`config.mk`:
```
export PLATFORM = sky130hd
export DESIGN_NAME = escape_sequence_to_utf8_decoder
export DESIGN_NICKNAME = d
export VERILOG_FILES = /design/src/rtl/esc_u8_pkg.sv /design/src/rtl/esc_u8_ctrl.sv /design/src/rtl/esc_u8_dp.sv /design/src/rtl/escape_sequence_to_utf8_decoder.sv
export VERILOG_INCLUDE_DIRS = /design/src /design/src/rtl
export SDC_FILE = /design/constraint.sdc
export NUM_CORES = 1
export LEC_CHECK = 0
export ABC_CLOCK_PERIOD_IN_PS = 11760
export CAP_MARGIN = 20
export CORE_MARGIN = 3
export CORE_UTILIZATION = 40
export DETAILED_ROUTE_END_ITERATION = 8
export DONT_BUFFER_PORTS = 1
export HOLD_SLACK_MARGIN = 0.05
export PLACE_DENSITY = 0.53
export SETUP_SLACK_MARGIN = 0.02
export SLEW_MARGIN = 20
export SYNTH_ARGS = -nofsm -noshare
export SYNTH_HDL_FRONTEND = slang
export SYNTH_SLANG_ARGS = --single-unit
```
`constraint.sdc`:
```
create_clock -name clk_i -period 11.76 [get_ports clk_i]
set_clock_uncertainty 0.05 [all_clocks]
set_input_delay 1.764 -clock clk_i [delete_from_list [all_inputs] [get_ports clk_i]]
set_output_delay 1.764 -clock clk_i [all_outputs]
set_load 0.03 [all_outputs]
```
`src/rtl/escape_sequence_to_utf8_decoder_assert.svh`:
```
// Assertion macros used by the escape decoder datapath
`ifndef ESCAPE_SEQUENCE_TO_UTF8_DECODER_ASSERT_SVH
`define ESCAPE_SEQUENCE_TO_UTF8_DECODER_ASSERT_SVH

// same-cycle implication, sampled on clk_i, off during reset
`define ESC_U8_ASSERT_NOW(lbl, ante, cons, msg) \
  lbl: assert property (@(posedge clk_i) disable iff (!rst_ni) (ante) |-> (cons)) \
    else $error(msg);

// next-cycle implication, sampled on clk_i, off during reset
`define ESC_U8_ASSERT_NEXT(lbl, ante, cons, msg) \
  lbl: assert property (@(posedge clk_i) disable iff (!rst_ni) (ante) |=> (cons)) \
    else $error(msg);

`endif

```
`src/rtl/esc_u8_pkg.sv`:
```
// Types, constants and helper functions for the escape decoder
`timescale 1ns / 1ps
`default_nettype none

package esc_u8_pkg;

  localparam logic [7:0] CHAR_BACKSLASH = 8'h5C;
  localparam logic [7:0] CHAR_X         = 8'h78;
  localparam logic [7:0] CHAR_U         = 8'h75;

  localparam int unsigned HOLD_DEPTH = 5;

  localparam logic [2:0] HEX2_DONE_CNT = 3'd3;
  localparam logic [2:0] HEX4_DONE_CNT = 3'd5;

  typedef enum logic [1:0] {
    MODE_PLAIN,
    MODE_ESC,
    MODE_HEX2,
    MODE_HEX4
  } mode_e;

  typedef enum logic [0:0] {
    ST_IDLE,
    ST_EMIT
  } ctl_state_e;

  typedef struct packed {
    logic load;
    logic emit;
    logic commit;
  } cmd_t;

  typedef struct packed {
    logic none;
    logic last;
    logic out_free;
  } sts_t;

  typedef struct packed {
    logic       ok;
    logic [3:0] val;
  } hex_t;

  typedef struct packed {
    logic [1:0] len;
    logic [7:0] b0;
    logic [7:0] b1;
    logic [7:0] b2;
  } utf8_t;

  function automatic hex_t hex_nibble(input logic [7:0] c);
    hex_t r;
    r.ok  = 1'b0;
    r.val = 4'd0;
    if (c inside {[8'h30:8'h39]}) begin
      r.ok  = 1'b1;
      r.val = c[3:0];
    end else if (c inside {[8'h41:8'h46], [8'h61:8'h66]}) begin
      r.ok  = 1'b1;
      r.val = 4'(c[3:0] + 4'd9);
    end
    return r;
  endfunction

  function automatic utf8_t utf8_encode(input logic [15:0] cp);
    utf8_t r;
    r.b1 = 8'h00;
    r.b2 = 8'h00;
    if (cp <= 16'h007F) begin
      r.len = 2'd1;
      r.b0  = cp[7:0];
    end else if (cp <= 16'h07FF) begin
      r.len = 2'd2;
      r.b0  = 8'hC0 | {3'b000, cp[10:6]};
      r.b1  = 8'h80 | {2'b00, cp[5:0]};
    end else begin
      r.len = 2'd3;
      r.b0  = 8'hE0 | {4'b0000, cp[15:12]};
      r.b1  = 8'h80 | {2'b00, cp[11:6]};
      r.b2  = 8'h80 | {2'b00, cp[5:0]};
    end
    return r;
  endfunction

endpackage

`default_nettype wire

```
`src/rtl/esc_u8_ctrl.sv`:
```
// Sequencing state machine for the escape decoder
`timescale 1ns / 1ps
`default_nettype none

module esc_u8_ctrl (
  input  wire logic             clk_i,
  input  wire logic             rst_ni,
  input  wire logic             in_valid_i,
  output logic                  in_ready_o,
  input  wire esc_u8_pkg::sts_t sts_i,
  output esc_u8_pkg::cmd_t      cmd_o
);

  esc_u8_pkg::ctl_state_e state_q, state_d;

  always_ff @(posedge clk_i or negedge rst_ni) begin
    if (!rst_ni) begin
      state_q <= esc_u8_pkg::ST_IDLE;
    end else begin
      state_q <= state_d;
    end
  end

  always_comb begin
    state_d    = state_q;
    in_ready_o = 1'b0;
    cmd_o      = '0;
    case (state_q)
      esc_u8_pkg::ST_IDLE: begin
        in_ready_o = 1'b1;
        if (in_valid_i) begin
          cmd_o.load = 1'b1;
          state_d    = esc_u8_pkg::ST_EMIT;
        end
      end
      esc_u8_pkg::ST_EMIT: begin
        if (sts_i.none) begin
          cmd_o.commit = 1'b1;
          state_d      = esc_u8_pkg::ST_IDLE;
        end else if (sts_i.out_free) begin
          cmd_o.emit = 1'b1;
          if (sts_i.last) begin
            cmd_o.commit = 1'b1;
            state_d      = esc_u8_pkg::ST_IDLE;
          end
        end
      end
      default: begin
        state_d = esc_u8_pkg::ST_IDLE;
      end
    endcase
  end

endmodule

`default_nettype wire

```
`src/rtl/esc_u8_dp.sv`:
```
// Datapath: held bytes, hex accumulator, byte selection and output register
`timescale 1ns / 1ps
`default_nettype none
`include "escape_sequence_to_utf8_decoder_assert.svh"

module esc_u8_dp (
  input  wire logic             clk_i,
  input  wire logic             rst_ni,
  input  wire logic [7:0]       in_byte_i,
  input  wire logic             in_end_i,
  input  wire esc_u8_pkg::cmd_t cmd_i,
  output esc_u8_pkg::sts_t      sts_o,
  output logic                  out_valid_o,
  input  wire logic             out_ready_i,
  output logic [7:0]            out_byte_o,
  output logic                  run_last_o,
  output logic                  string_done_o
);

  logic [7:0]          byte_q;
  logic                end_q;
  esc_u8_pkg::mode_e   mode_q, mode_d;
  logic [7:0]          held_q [esc_u8_pkg::HOLD_DEPTH];
  logic [2:0]          held_cnt_q, held_cnt_d;
  logic [15:0]         accum_q, accum_d;
  logic [2:0]          idx_q, idx_d;
  logic                out_valid_q, out_valid_d;
  logic [7:0]          out_byte_q;
  logic                out_last_q;
  logic                out_done_q;

  esc_u8_pkg::hex_t    hex;
  esc_u8_pkg::utf8_t   enc;
  logic [15:0]         accum_next;
  logic                is_bs;
  logic                is_xu;
  logic                in_hex;
  logic                brk;
  logic                done_x;
  logic                done_u;
  logic                hold_b;
  logic [2:0]          na;
  logic [1:0]          xn;
  logic [2:0]          total;
  logic [2:0]          rel;
  logic [7:0]          x0, x1, x2;
  logic [7:0]          x_sel;
  logic [7:0]          byte_sel;
  logic                held_wr;
  logic [2:0]          held_wr_idx;

  always_comb begin
    hex        = esc_u8_pkg::hex_nibble(byte_q);
    accum_next = {accum_q[11:0], hex.val};
    enc        = esc_u8_pkg::utf8_encode(accum_next);
    is_bs      = (byte_q == esc_u8_pkg::CHAR_BACKSLASH);
    is_xu      = (byte_q == esc_u8_pkg::CHAR_X) || (byte_q == esc_u8_pkg::CHAR_U);
    in_hex     = (mode_q == esc_u8_pkg::MODE_HEX2) || (mode_q == esc_u8_pkg::MODE_HEX4);
    brk        = ((mode_q == esc_u8_pkg::MODE_ESC) && !is_xu) || (in_hex && !hex.ok);
    done_x     = (mode_q == esc_u8_pkg::MODE_HEX2) && hex.ok
                 && (held_cnt_q >= esc_u8_pkg::HEX2_DONE_CNT);
    done_u     = (mode_q == esc_u8_pkg::MODE_HEX4) && hex.ok
                 && (held_cnt_q >= esc_u8_pkg::HEX4_DONE_CNT);
    hold_b     = ((mode_q == esc_u8_pkg::MODE_PLAIN) && is_bs)
                 || ((mode_q == esc_u8_pkg::MODE_ESC) && is_xu)
                 || (in_hex && hex.ok && !done_x && !done_u);

    na = (brk || (end_q && hold_b)) ? held_cnt_q : 3'd0;

    if (done_x) begin
      xn = 2'd1;
    end else if (done_u) begin
      xn = enc.len;
    end else if ((hold_b || (brk && is_bs)) && !end_q) begin
      xn = 2'd0;
    end else begin
      xn = 2'd1;
    end

    x0 = done_x ? accum_next[7:0] : (done_u ? enc.b0 : byte_q);
    x1 = enc.b1;
    x2 = enc.b2;

    total = 3'(na + {1'b0, xn});
    rel   = 3'(idx_q - na);
    case (rel[1:0])
      2'd0:    x_sel = x0;
      2'd1:    x_sel = x1;
      default: x_sel = x2;
    endcase
    byte_sel = (idx_q < na) ? held_q[idx_q] : x_sel;

    sts_o.none     = (total == 3'd0);
    sts_o.last     = (idx_q == 3'(total - 3'd1));
    sts_o.out_free = !out_valid_q || out_ready_i;
  end

  // state update, applied once all beats of the item are out
  always_comb begin
    mode_d      = mode_q;
    held_cnt_d  = held_cnt_q;
    accum_d     = accum_q;
    held_wr     = 1'b0;
    held_wr_idx = held_cnt_q;
    if (cmd_i.commit) begin
      if (end_q || done_x || done_u) begin
        mode_d     = esc_u8_pkg::MODE_PLAIN;
        held_cnt_d = 3'd0;
        accum_d    = 16'h0000;
      end else if (brk) begin
        accum_d = 16'h0000;
        if (is_bs) begin
          mode_d      = esc_u8_pkg::MODE_ESC;
          held_cnt_d  = 3'd1;
          held_wr     = 1'b1;
          held_wr_idx = 3'd0;
        end else begin
          mode_d     = esc_u8_pkg::MODE_PLAIN;
          held_cnt_d = 3'd0;
        end
      end else if (hold_b) begin
        held_wr    = 1'b1;
        held_cnt_d = 3'(held_cnt_q + 3'd1);
        case (mode_q)
          esc_u8_pkg::MODE_PLAIN: mode_d = esc_u8_pkg::MODE_ESC;
          esc_u8_pkg::MODE_ESC: begin
            mode_d  = (byte_q == esc_u8_pkg::CHAR_X) ? esc_u8_pkg::MODE_HEX2
                                                     : esc_u8_pkg::MODE_HEX4;
            accum_d = 16'h0000;
          end
          default: accum_d = accum_next;
        endcase
      end
    end
  end

  always_comb begin
    idx_d = idx_q;
    if (cmd_i.load) begin
      idx_d = 3'd0;
    end else if (cmd_i.emit) begin
      idx_d = 3'(idx_q + 3'd1);
    end
    out_valid_d = out_valid_q;
    if (cmd_i.emit) begin
      out_valid_d = 1'b1;
    end else if (out_ready_i) begin
      out_valid_d = 1'b0;
    end
  end

  always_ff @(posedge clk_i or negedge rst_ni) begin
    if (!rst_ni) begin
      mode_q      <= esc_u8_pkg::MODE_PLAIN;
      held_cnt_q  <= 3'd0;
      accum_q     <= 16'h0000;
      idx_q       <= 3'd0;
      out_valid_q <= 1'b0;
    end else begin
      mode_q      <= mode_d;
      held_cnt_q  <= held_cnt_d;
      accum_q     <= accum_d;
      idx_q       <= idx_d;
      out_valid_q <= out_valid_d;
    end
  end

  always_ff @(posedge clk_i) begin
    if (cmd_i.load) begin
      byte_q <= in_byte_i;
      end_q  <= in_end_i;
    end
    if (held_wr) begin
      held_q[held_wr_idx] <= byte_q;
    end
    if (cmd_i.emit) begin
      out_byte_q <= byte_sel;
      out_last_q <= sts_o.last;
      out_done_q <= sts_o.last && end_q;
    end
  end

  assign out_valid_o   = out_valid_q;
  assign out_byte_o    = out_byte_q;
  assign run_last_o    = out_last_q;
  assign string_done_o = out_done_q;

  `ESC_U8_ASSERT_NOW(a_emit_free, cmd_i.emit, !out_valid_q || out_ready_i, "beat overwritten")
  `ESC_U8_ASSERT_NOW(a_plain_empty, mode_q == esc_u8_pkg::MODE_PLAIN, held_cnt_q == 3'd0, "held")
  `ESC_U8_ASSERT_NOW(a_esc_one, mode_q == esc_u8_pkg::MODE_ESC, held_cnt_q == 3'd1, "esc count")
  `ESC_U8_ASSERT_NEXT(a_last_out, cmd_i.emit && sts_o.last, out_valid_q && out_last_q, "no last")

endmodule

`default_nettype wire

```
`src/rtl/escape_sequence_to_utf8_decoder.sv`:
```
// Top level of the escape-sequence to UTF-8 decoder
//
//   channel  dir  handshake                fields
//   in       in   in_valid_i / in_ready_o  in_byte_i, in_end_i
//   out      out  out_valid_o / out_ready_i out_byte_o, run_last_o, string_done_o
//
// An item is accepted in ST_IDLE; ST_EMIT then emits its beats, possibly none, one per cycle while the output is free,
// tracked by the emission counter in the datapath.
// The output register lets the last beat of an item wait while the next item is taken.
// A low out_ready_i holds emission; no beat is dropped.
// Reset clears mode, held count and accumulator at once; held bytes need no clearing.
`timescale 1ns / 1ps
`default_nettype none

module escape_sequence_to_utf8_decoder (
  input  wire logic       clk_i,
  input  wire logic       rst_ni,
  input  wire logic       in_valid_i,
  output logic            in_ready_o,
  input  wire logic [7:0] in_byte_i,
  input  wire logic       in_end_i,
  output logic            out_valid_o,
  input  wire logic       out_ready_i,
  output logic [7:0]      out_byte_o,
  output logic            run_last_o,
  output logic            string_done_o
);

  esc_u8_pkg::cmd_t cmd;
  esc_u8_pkg::sts_t sts;

  esc_u8_ctrl u_ctrl (
    .clk_i      (clk_i),
    .rst_ni     (rst_ni),
    .in_valid_i (in_valid_i),
    .in_ready_o (in_ready_o),
    .sts_i      (sts),
    .cmd_o      (cmd)
  );

  esc_u8_dp u_dp (
    .clk_i         (clk_i),
    .rst_ni        (rst_ni),
    .in_byte_i     (in_byte_i),
    .in_end_i      (in_end_i),
    .cmd_i         (cmd),
    .sts_o         (sts),
    .out_valid_o   (out_valid_o),
    .out_ready_i   (out_ready_i),
    .out_byte_o    (out_byte_o),
    .run_last_o    (run_last_o),
    .string_done_o (string_done_o)
  );

endmodule

`default_nettype wire
```
==> results.sh, run 1 <==
export IMPL_synth_avg_cell_area_um2=12.4
export IMPL_synth_area_leader_cell="edfxtp_1"
export IMPL_final_util_pct=45.0
export IMPL_numCtsBuffers=9
export IMPL_setup_slack_ns=5.74
export IMPL_cts_htree_levels=3
export IMPL_antenna_found_initial=0
export IMPL_hold_viol_final=0
export IMPL_async_reset_ff_share_pct=27.2
export IMPL_reg2reg_slack_ns=5.74
export IMPL_fmax_mhz=166
export IMPL_ir_drop_uv=108
export IMPL_die_h_um=111
export IMPL_crit_arrival_ns=5.99
export IMPL_grt_max_degree=23
export IMPL_synth_area_leaders="edfxtp_1 40%, dfrtp_1 12%, mux4_2 4.1%, ha_1 4.0%, mux2i_1 2.3%"
export IMPL_synth_cells=356
export IMPL_antenna_cells=0
export IMPL_rows=37
export IMPL_antenna_left=0
export IMPL_rsz0062_at_grt="no"
export IMPL_dieArea_mm2=0.0124
export IMPL_clk_pin_slew_ns=0.08
export IMPL_synth_top_area_share_pct=40.0
export IMPL_layout_cells_most_common="edfxtp_1"
export IMPL_status="finished clean"
export IMPL_clockBufferDepth=2
export IMPL_synth_cell_type_count=77
export IMPL_holdWs_ns=0.498
export IMPL_end_kind="flip-flop"
export IMPL_post_cts_resized=0
export IMPL_critical_path_class="reg2reg"
export IMPL_layout_common_cells="59 x edfxtp_1, 22 x dfrtp_1, 18 x inv_1"
export IMPL_crit_family="simple AND/OR/NAND/NOR gates"
export IMPL_critPathMaxFanout=11
export IMPL_maxSlewViolCount=0
export IMPL_grt_pass1_wl_mm=16.7
export IMPL_powerDensity_mw_per_mm2=224
export IMPL_synth_edf_count=59
export IMPL_drive_above_1_share_pct=12.7
export IMPL_yosysWarnings=0
export IMPL_ys_ff_latch=81
export IMPL_post_cts_buffers=0
export IMPL_cts_tree="yes"
export IMPL_insertion_delay_ns=0.37
export IMPL_crit_path_frequent_cell="ha_1"
export IMPL_first_pass_iters=5
export IMPL_first_iter_violations=170
export IMPL_hold_depth=1
export IMPL_min_period_ns=6.02
export IMPL_drv_cap=0
export IMPL_port_buffers=0
export IMPL_p_leak_uw=0.00172
export IMPL_cts_sinks=81
export IMPL_ys_flop_type="edfxtp_1"
export IMPL_hold_buffers=0
export IMPL_startpoint_type="flip-flop"
export IMPL_dp_slack_ns=5.78
export IMPL_gr_total_overflow=0
export IMPL_nets=386
export IMPL_cp_slowest_cell="edfxtp_1"
export IMPL_dp_hpwl_mm=7.57
export IMPL_setup_tns_final_ns=0
export IMPL_remaining_drc_errors=0
export IMPL_synth_seq_area_share_pct=52.4
export IMPL_ff2ff_path_depth=19
export IMPL_period_share_pct=51.2
export IMPL_viasPerCell=6.08
export IMPL_grt_pass1_vias=2989
export IMPL_syn_cell_area_mm2=0.00443
export IMPL_cp_num_cells=19
export IMPL_path_cells="inv_1, ha_1, o21bai_1, a211oi_2, a21o_1, nand3_1, nor2_1, a21oi_1, ha_1, fa_1, inv_1, ha_1, xor2_1, nand2_1, or3b_2, o22ai_1, o31ai_2, a21boi_1, and4_1"
export IMPL_vias=3032
export IMPL_areaGrowthSynthToFinish_pct=7.20
export IMPL_cp_slowest_stage_delay_ns=0.55
export IMPL_gp_congestion=0.890
export IMPL_track_usage_pct=17.3
export IMPL_ios=25
export IMPL_die_w_um=111
export IMPL_wl_mm=10.3
export IMPL_nFillCells=984
export IMPL_worst_pin_slew_ns=0.910
export IMPL_crit_required_ns=11.73
export IMPL_cp_num_buf_inv=2
export IMPL_core_area_mm2=0.0106
export IMPL_setup_viol=0
export IMPL_wl_per_cell_um=20.7
export IMPL_slew_headroom_pct=39.4
export IMPL_synth_net_count=384
export IMPL_cts_root_buf="clkbuf_8"
export IMPL_hold_path_class="reg2reg"
export IMPL_start_util_pct=42.0
[final timing paths]
kind,start,endpoint
worst min register to register,u_dp.accum_q[8]$_DFFE_PN0P_,u_dp.accum_q[8]$_DFFE_PN0P_
worst max-delay path,u_dp.byte_q[0]$_DFFE_PP_,u_dp.held_q[4][5]$_DFFE_PP_
worst max register to register,u_dp.byte_q[0]$_DFFE_PP_,u_dp.held_q[4][5]$_DFFE_PP_
max in group asynchronous,rst_ni,u_dp.accum_q[8]$_DFFE_PN0P_
min in group asynchronous,rst_ni,u_dp.out_valid_o$_DFFE_PN0P_
worst min-delay path,u_dp.accum_q[8]$_DFFE_PN0P_,u_dp.accum_q[8]$_DFFE_PN0P_
[synth_stat cells (3+ instances only)]
master / n
edfxtp_1: 59
dfrtp_1: 22
inv_1: 18
nand2_1: 17
nor2_1: 17
ha_1: 14
a21oi_1: 12
nor3_1: 12
o21ai_0: 12
a22o_1: 11
nand3_1: 11
mux2i_1: 10
mux4_2: 8
nor4_1: 8
a221oi_1: 6
nor2b_1: 6
a32o_1: 5
buf_2: 5
clkbuf_1: 5
o22ai_1: 5
a211o_1: 4
a21o_1: 4
a21oi_4: 4
a22oi_1: 4
and2_1: 4
nand3b_1: 4
a31oi_1: 3
nand2b_1: 3
xor2_1: 3
[cells by family (layout without fill, tap and decap cells)]
kind of cell    count (synthesis)  after routing  synth area share [%]
compound gates                100            100                  18.6
xor+xnor                        6              6                  1.50
fa+ha+maj                      15             15                  4.41
buf+inv                        32             39                  3.19
flops                          81             81                  52.4
mux                            21             21                  7.09
simple gates                  101            101                  12.8
[layout make-up]
class                           instances  area [µm²]  area share, %
Clock buffer                           12         135           2.85
Clock inverter                          4        53.8           1.13
Inverter                               19        71.3           1.50
Multi-Input combinational cell        243        1970           41.4
Sequential cell                        81        2320           48.9
Tap cell                              136         170           3.58
Timing Repair Buffer                    4        30.0          0.632
[metrics by stage]
| step | power, µW | std cells | area [µm²] |
|---|---|---|---|
| after floorplan | 774 | 356 | 4430 |
| after global placement | 870 | 483 | 4560 |
| after detailed placement | 871 | 483 | 4560 |
| after CTS | 1070 | 499 | 4750 |
| after global routing | 1140 | 499 | 4750 |
| final | 1060 | 499 | 4750 |
[layer usage]
layer  GRT usage (%)  routed length [µm]  part of all wire (%)  vias to the layer above
met3            4.37                 527                   5.1                       14
met1            24.2                4760                    46                     1518
met4            5.27                 136                   1.3                        0
met2            26.5                4890                    47                       86
met5               0                   0                     0                        -
li1                -                   -                     -                     1414
[sequential cells by signal, indices dropped and copies added (netlist names)]
register and count:
u_dp.accum_q 12, u_dp.out_valid_o 1, u_dp.end_q 1, u_dp.held_q 40
u_dp.mode_q 2, u_dp.held_cnt_q 3, u_dp.run_last_o 1, u_dp.byte_q 8
u_dp.out_byte_o 8, u_dp.idx_q 3, u_dp.string_done_o 1, u_ctrl.state_q 1
[power by group]
group | internal (µW) | switching (µW) | leakage (µW)
Sequential | 372 | 123 | 0.000835
Combinational | 155 | 215 | 0.000793
Clock | 98.6 | 98.9 | 0.0000868
Total | 626 | 436 | 0.00172
(Power assumes the default switching activity.)
==> inputs of run 2 (changes only) <==
--- a/config.mk
+++ b/config.mk
@@ -6,7 +6,7 @@
 export SDC_FILE = /design/constraint.sdc
 export NUM_CORES = 1
 export LEC_CHECK = 0
-export ABC_CLOCK_PERIOD_IN_PS = 11760
+export ABC_CLOCK_PERIOD_IN_PS = 5900
 export CAP_MARGIN = 20
 export CORE_MARGIN = 3
 export CORE_UTILIZATION = 40
==> constraint.sdc (replaced) <==
create_clock -name clk_i -period 5.9 [get_ports clk_i]
set_clock_uncertainty 0.05 [all_clocks]
set_input_delay 0.885 -clock clk_i [delete_from_list [all_inputs] [get_ports clk_i]]
set_output_delay 0.885 -clock clk_i [all_outputs]
set_load 0.03 [all_outputs]
==> results.sh, run 2 (synthesis results as in run 1) <==
export IMPL_status="finished clean"
export IMPL_critPathMaxFanout=9
export IMPL_setup_slack_ns=0.329
export IMPL_dp_hpwl_mm=7.70
export IMPL_hold_path_class="in2async"
export IMPL_powerDensity_mw_per_mm2=440
export IMPL_regMostFlops="u_dp.held_q"
export IMPL_gp_congestion=0.925
export IMPL_dp_slack_ns=0.236
export IMPL_dieArea_mm2=0.0124
export IMPL_r2r_start="u_dp.byte_q[4]$_DFFE_PP_"
export IMPL_crit_required_ns=5.90
export IMPL_intPower_uw=1240
export IMPL_layout_cells_most_common="edfxtp_1"
export IMPL_cts_tree="yes"
export IMPL_path_cells="or4b_4, a21oi_4, a21oi_4, a211oi_4, nor2_1, nand2_1, inv_1, fa_1, inv_1, ha_1, xor2_1, nand2_1, or3b_2, o22ai_1, o31ai_2, a21boi_1, and4_2"
export IMPL_setup_viol=0
export IMPL_fmax_mhz=179
export IMPL_die_h_um=111
export IMPL_cts_root_buf="clkbuf_8"
export IMPL_antenna_cells=0
export IMPL_cp_slowest_stage_delay_ns=0.59
export IMPL_clockBufferDepth=2
export IMPL_antenna_left=0
export IMPL_core_area_mm2=0.0106
export IMPL_maxSlewViolCount=0
export IMPL_dp_cells=497
export IMPL_layout_common_cells="59 x edfxtp_1, 22 x dfrtp_1, 18 x inv_1, 18 x buf_4"
export IMPL_switchingPower_uw=900
export IMPL_areaGrowthSynthToFinish_pct=9.63
export IMPL_grt_pass1_wl_mm=17.1
export IMPL_final_area_mm2=0.00486
export IMPL_startpoint_type="flip-flop"
export IMPL_slew_headroom_pct=39.2
export IMPL_reg2reg_to="u_dp.held_q[4][0]$_DFFE_PP_"
export IMPL_port_buffers=0
export IMPL_first_pass_iters=5
export IMPL_grt_max_degree=23
export IMPL_wl_per_cell_um=20.8
export IMPL_seqPwrFrac_pct=44.9
export IMPL_die_w_um=111
export IMPL_gr_total_overflow=0
export IMPL_cts_sinks=81
export IMPL_crit_arrival_ns=5.57
export IMPL_final_util_pct=46.0
export IMPL_final_cell_count_no_fill=513
export IMPL_ir_drop_uv=273
export IMPL_period_share_pct=94.4
export IMPL_grt_pass1_vias=3090
export IMPL_antenna_found_initial=0
export IMPL_drive_above_1_share_pct=17.2
export IMPL_hold_buffers=0
export IMPL_hold_viol_final=0
export IMPL_cp_slowest_cell="or4b_4"
export IMPL_clkPwrFrac_pct=17.8
export IMPL_numCtsBuffers=9
export IMPL_ios=25
export IMPL_nets=400
export IMPL_combPwrFrac_pct=37.3
export IMPL_viasPerCell=5.96
export IMPL_post_dp_cell_area_mm2=0.00467
export IMPL_drv_cap=0
export IMPL_rows=37
export IMPL_p_leak_uw=0.00179
export IMPL_remaining_drc_errors=0
export IMPL_largestRegisters="u_dp.held_q: 40 flops, u_dp.accum_q: 12 flops"
export IMPL_insertion_delay_ns=0.36
export IMPL_cts_htree_levels=3
export IMPL_track_usage_pct=17.8
export IMPL_end_kind="flip-flop"
export IMPL_nFillCells=983
export IMPL_min_period_ns=5.57
export IMPL_first_iter_violations=173
export IMPL_worst_pin_slew_ns=0.912
export IMPL_clk_pin_slew_ns=0.09
export IMPL_vias=3057
export IMPL_reg2reg_slack_ns=0.33
export IMPL_start_util_pct=42.0
export IMPL_critical_path_class="reg2reg"
export IMPL_rsz0062_at_grt="no"
export IMPL_largest_reg_flops=40
export IMPL_switching_share_pct=42.1
export IMPL_wl_mm=10.7
export IMPL_setup_tns_final_ns=0
export IMPL_ff2ff_path_depth=17
-- run 2: changes by cell type in the layout (fill, tap and decap cells not counted), moves of 2 or more --
cell	change
buf_4	+14
clkbuf_1	-3
inv_6	+3
clkinv_2	+2
clkinvlp_4	-2
-- run 2: worst max-delay path, delay by kind of cell (launching register included) --
family | cells | cell delay (ns)
simple gates | 6 | 1.89
compound gates | 6 | 1.66
fa+ha+maj | 2 | 0.82
flops | 1 | 0.51
xor+xnor | 1 | 0.19
buf+inv | 2 | 0.14
-- run 2: per-stage QoR --
| step | hold slack (ns) | power [µW] |
|---|---|---|
| global route | 0.129 | 2280 |
| detailed placement | 0.489 | 1770 |
| floorplan | 0.446 | 1540 |
| finish | 0.153 | 2140 |
| CTS | 0.134 | 2150 |
| global placement | 0.487 | 1770 |
-- run 2: repair_timing --
item,4_1_cts,5_1_grt
hold endpoints to repair,0,0
gates resized for setup,0,4
endpoints found under the setup margin,0,31
setup buffers,0,0
-- run 2: how the worst max path moves through the flow --
stage | startpoint | endpoint | slack [ns] | cells after the start
6_report | u_dp.byte_q[4]$_DFFE_PP_ | u_dp.held_q[4][0]$_DFFE_PP_ | 0.33 | 17
5_1_grt | u_dp.byte_q[0]$_DFFE_PP_ | u_dp.held_q[4][1]$_DFFE_PP_ | 0.03 | 19
4_1_cts | u_dp.byte_q[4]$_DFFE_PP_ | u_dp.held_q[4][1]$_DFFE_PP_ | 0.18 | 17
3_5_place_dp | u_dp.byte_q[4]$_DFFE_PP_ | u_dp.held_q[4][1]$_DFFE_PP_ | 0.24 | 17
3_3_place_gp | u_dp.byte_q[4]$_DFFE_PP_ | u_dp.held_q[4][0]$_DFFE_PP_ | 0.38 | 17
2_1_floorplan | u_dp.held_cnt_q[2]$_DFFE_PN0P_ | u_dp.held_q[1][0]$_DFFE_PP_ | 0.27 | 19
-- run 2: cell type report --
type                       count  area, µm²  area share, %
tap                          136        170           3.50
clock inverter                 7       51.3           1.06
clock buffer                   9        124           2.55
inverter                      19       71.3           1.47
multi-input combinational    243       1980           40.8
sequential                    81       2320           47.8
timing repair buffer          18        135           2.78
-- run 2: metal layers --
layer  track usage, %  vias to the layer above  wire length (µm)  share of wire (%)
li1                 -                     1443                 -                  -
met1             23.8                     1516              5000                 47
met2             29.0                       81              5050                 47
met3             4.04                       17               462                4.3
met4             5.19                        0               137                1.3
met5                0                        -                 0                  0
-- run 2: power by group through the flow --
stage	registers, µW	logic, µW	clock network [µW]
finish	959	798	379
global route	976	888	411
CTS	961	798	391
detailed placement	975	793	0
global placement	972	793	0
floorplan	895	647	0
==> inputs of run 3 (changes only) <==
--- a/config.mk
+++ b/config.mk
@@ -6,12 +6,13 @@
 export SDC_FILE = /design/constraint.sdc
 export NUM_CORES = 1
 export LEC_CHECK = 0
-export ABC_CLOCK_PERIOD_IN_PS = 5900
+export ABC_CLOCK_PERIOD_IN_PS = 5220
 export CAP_MARGIN = 20
 export CORE_MARGIN = 3
 export CORE_UTILIZATION = 40
 export DETAILED_ROUTE_END_ITERATION = 8
 export DONT_BUFFER_PORTS = 1
+export GPL_TIMING_DRIVEN = 1
 export HOLD_SLACK_MARGIN = 0.05
 export PLACE_DENSITY = 0.53
 export SETUP_SLACK_MARGIN = 0.02
==> constraint.sdc (replaced) <==
create_clock -name clk_i -period 5.22 [get_ports clk_i]
set_clock_uncertainty 0.05 [all_clocks]
set_input_delay 0.783 -clock clk_i [delete_from_list [all_inputs] [get_ports clk_i]]
set_output_delay 0.783 -clock clk_i [all_outputs]
set_load 0.03 [all_outputs]
==> results.sh, run 3 (synthesis results as in run 1) <==
export IMPL_ff2ff_path_depth=17
export IMPL_wl_per_cell_um=20.2
export IMPL_track_usage_pct=18.3
export IMPL_status="finished clean"
export IMPL_die_w_um=111
export IMPL_nFillCells=942
export IMPL_cts_root_buf="clkbuf_8"
export IMPL_register_area_mm2=0.00232
export IMPL_rsz0062_at_grt="no"
export IMPL_dieArea_mm2=0.0124
export IMPL_first_pass_iters=5
export IMPL_drive_above_1_share_pct=25.0
export IMPL_wl_mm=10.9
export IMPL_port_buffers=0
export IMPL_vias=3188
export IMPL_cts_htree_levels=3
export IMPL_cts_sinks=81
export IMPL_critPathMaxFanout=8
export IMPL_multi_input_area_mm2=0.00206
export IMPL_clockBufferDepth=2
export IMPL_antenna_cells=0
export IMPL_core_area_mm2=0.0106
export IMPL_end_kind="flip-flop"
export IMPL_ir_drop_uv=319
export IMPL_hold_path_class="in2async"
export IMPL_layout_common_cells="59 x edfxtp_1, 41 x buf_4, 22 x dfrtp_1"
export IMPL_r2r_start="u_dp.byte_q[4]$_DFFE_PP_"
export IMPL_ios=25
export IMPL_numCtsBuffers=9
export IMPL_antenna_left=0
export IMPL_grt_pass1_wl_mm=17.6
export IMPL_switchingPower_uw=1040
export IMPL_areaGrowthSynthToFinish_pct=16.6
export IMPL_start_util_pct=42.0
export IMPL_hold_viol_final=0
export IMPL_switching_share_pct=41.9
export IMPL_grt_max_degree=23
export IMPL_post_dp_cell_area_mm2=0.00489
export IMPL_reg2reg_slack_ns=0.33
export IMPL_antenna_found_initial=0
export IMPL_holdWs_ns=0.314
export IMPL_startpoint_type="flip-flop"
export IMPL_maxSlewViolCount=0
export IMPL_p_leak_uw=0.00192
export IMPL_largest_reg_flops=40
export IMPL_p_total_uw=2480
export IMPL_gp_congestion=0.869
export IMPL_clkPwrFrac_pct=16.1
export IMPL_remaining_drc_errors=0
export IMPL_powerDensity_mw_per_mm2=480
export IMPL_dp_hpwl_mm=7.93
export IMPL_rows=37
export IMPL_die_h_um=111
export IMPL_drv_cap=0
export IMPL_dp_slack_ns=-0.0804
export IMPL_regMostFlops="u_dp.held_q"
export IMPL_reg2reg_to="u_dp.held_q[4][3]$_DFFE_PP_"
export IMPL_layout_cells_most_common="edfxtp_1"
export IMPL_clk_pin_slew_ns=0.09
export IMPL_viasPerCell=5.90
export IMPL_setup_viol=0
export IMPL_min_period_ns=4.89
export IMPL_critical_path_class="reg2reg"
export IMPL_combPwrFrac_pct=40.8
export IMPL_cts_tree="yes"
export IMPL_crit_required_ns=5.24
export IMPL_final_area_mm2=0.00517
export IMPL_crit_arrival_ns=4.91
export IMPL_seqPwrFrac_pct=43.0
export IMPL_gr_total_overflow=0
export IMPL_largestRegisters="u_dp.held_q: 40 flops, u_dp.accum_q: 12 flops"
export IMPL_final_util_pct=49.0
export IMPL_period_share_pct=93.7
export IMPL_nets=428
export IMPL_worst_pin_slew_ns=0.935
export IMPL_first_iter_violations=192
export IMPL_grt_pass1_vias=3188
export IMPL_insertion_delay_ns=0.38
export IMPL_fmax_mhz=205
export IMPL_slew_headroom_pct=37.7
export IMPL_intPower_uw=1440
export IMPL_setup_slack_ns=0.331
==> run 3: cell count changes in the layout (fill, tap and decap cells not counted), sizes merged <==
cell and change:
clkinvlp +2, clkinv -1, clkbuf +1, buf +28
inv -3
==> run 3: worst max path at each step <==
| stage | start | to | slack, ns | cells past startpoint |
|---|---|---|---|---|
| final | u_dp.byte_q[4]$_DFFE_PP_ | u_dp.held_q[4][3]$_DFFE_PP_ | 0.33 | 17 |
| after global routing | u_dp.held_cnt_q[0]$_DFFE_PN0P_ | u_dp.held_q[1][2]$_DFFE_PP_ | 0.08 | 20 |
| after CTS | u_dp.held_cnt_q[0]$_DFFE_PN0P_ | u_dp.held_q[4][3]$_DFFE_PP_ | 0.06 | 19 |
| after detailed placement | u_dp.byte_q[7]$_DFFE_PP_ | u_dp.held_q[1][3]$_DFFE_PP_ | -0.08 | 18 |
| after global placement | u_dp.byte_q[1]$_DFFE_PP_ | u_dp.held_q[1][3]$_DFFE_PP_ | 0.04 | 20 |
| after floorplan | u_dp.byte_q[0]$_DFFE_PP_ | u_dp.held_q[4][0]$_DFFE_PP_ | 0.06 | 19 |
==> run 3: power by group through the flow <==
stage | Sequential (µW) | Clock (µW) | Combinational (µW)
after floorplan | 1010 | 0 | 751
after global placement | 1080 | 0 | 975
after detailed placement | 1090 | 0 | 976
after CTS | 1070 | 416 | 995
after global routing | 1080 | 444 | 1110
final | 1070 | 400 | 1010
==> run 3: worst max-delay path: stages, from the launching register on <==
cell and delay [ns]:
edfxtp_1 0.40, or4b_4 0.57, a21oi_4 0.19, a21o_1 0.21, nand3_1 0.14, a311oi_2 0.27
a21oi_1 0.09, ha_1 0.20, fa_1 0.48, inv_1 0.05, ha_1 0.28, xor2_1 0.20
nand2_1 0.12, or3b_4 0.43, o22ai_1 0.19, nand4_1 0.17, a21boi_2 0.22, and4_4 0.33
==> run 3: stage by stage <==
stage | TNS [ns] | instances
2_1_floorplan | 0 | 356
4_1_cts | 0 | 532
6_report | 0 | 540
3_3_place_gp | 0 | 515
5_1_grt | 0 | 540
3_5_place_dp | -1.09 | 515
==> run 3: final cells by class <==
class / count / share of cell area [%]
Multi-Input combinational cell: 243 / 39.8
Clock inverter: 5 / 0.630
Sequential cell: 81 / 44.9
Clock buffer: 10 / 2.47
Timing Repair Buffer: 46 / 7.43
Inverter: 19 / 1.40
Tap cell: 136 / 3.29
==> run 3: what timing repair did <==
item | in CTS | in global routing
setup endpoints to repair | 40 | 56
hold buffers | 1 | 0
pin swaps | 1 | 4
resized for setup | 2 | 9
endpoints found under the hold margin | 22 | 0
setup buffers | 1 | 8
==> run 3: per-layer routing <==
metal	part of all wire, %	vias to the layer above	GRT usage [%]
met3	4.2	17	4.64
li1	-	1494	-
met5	0	-	0
met1	46	1598	24.6
met2	48	79	29.2
met4	1.8	0	5.43
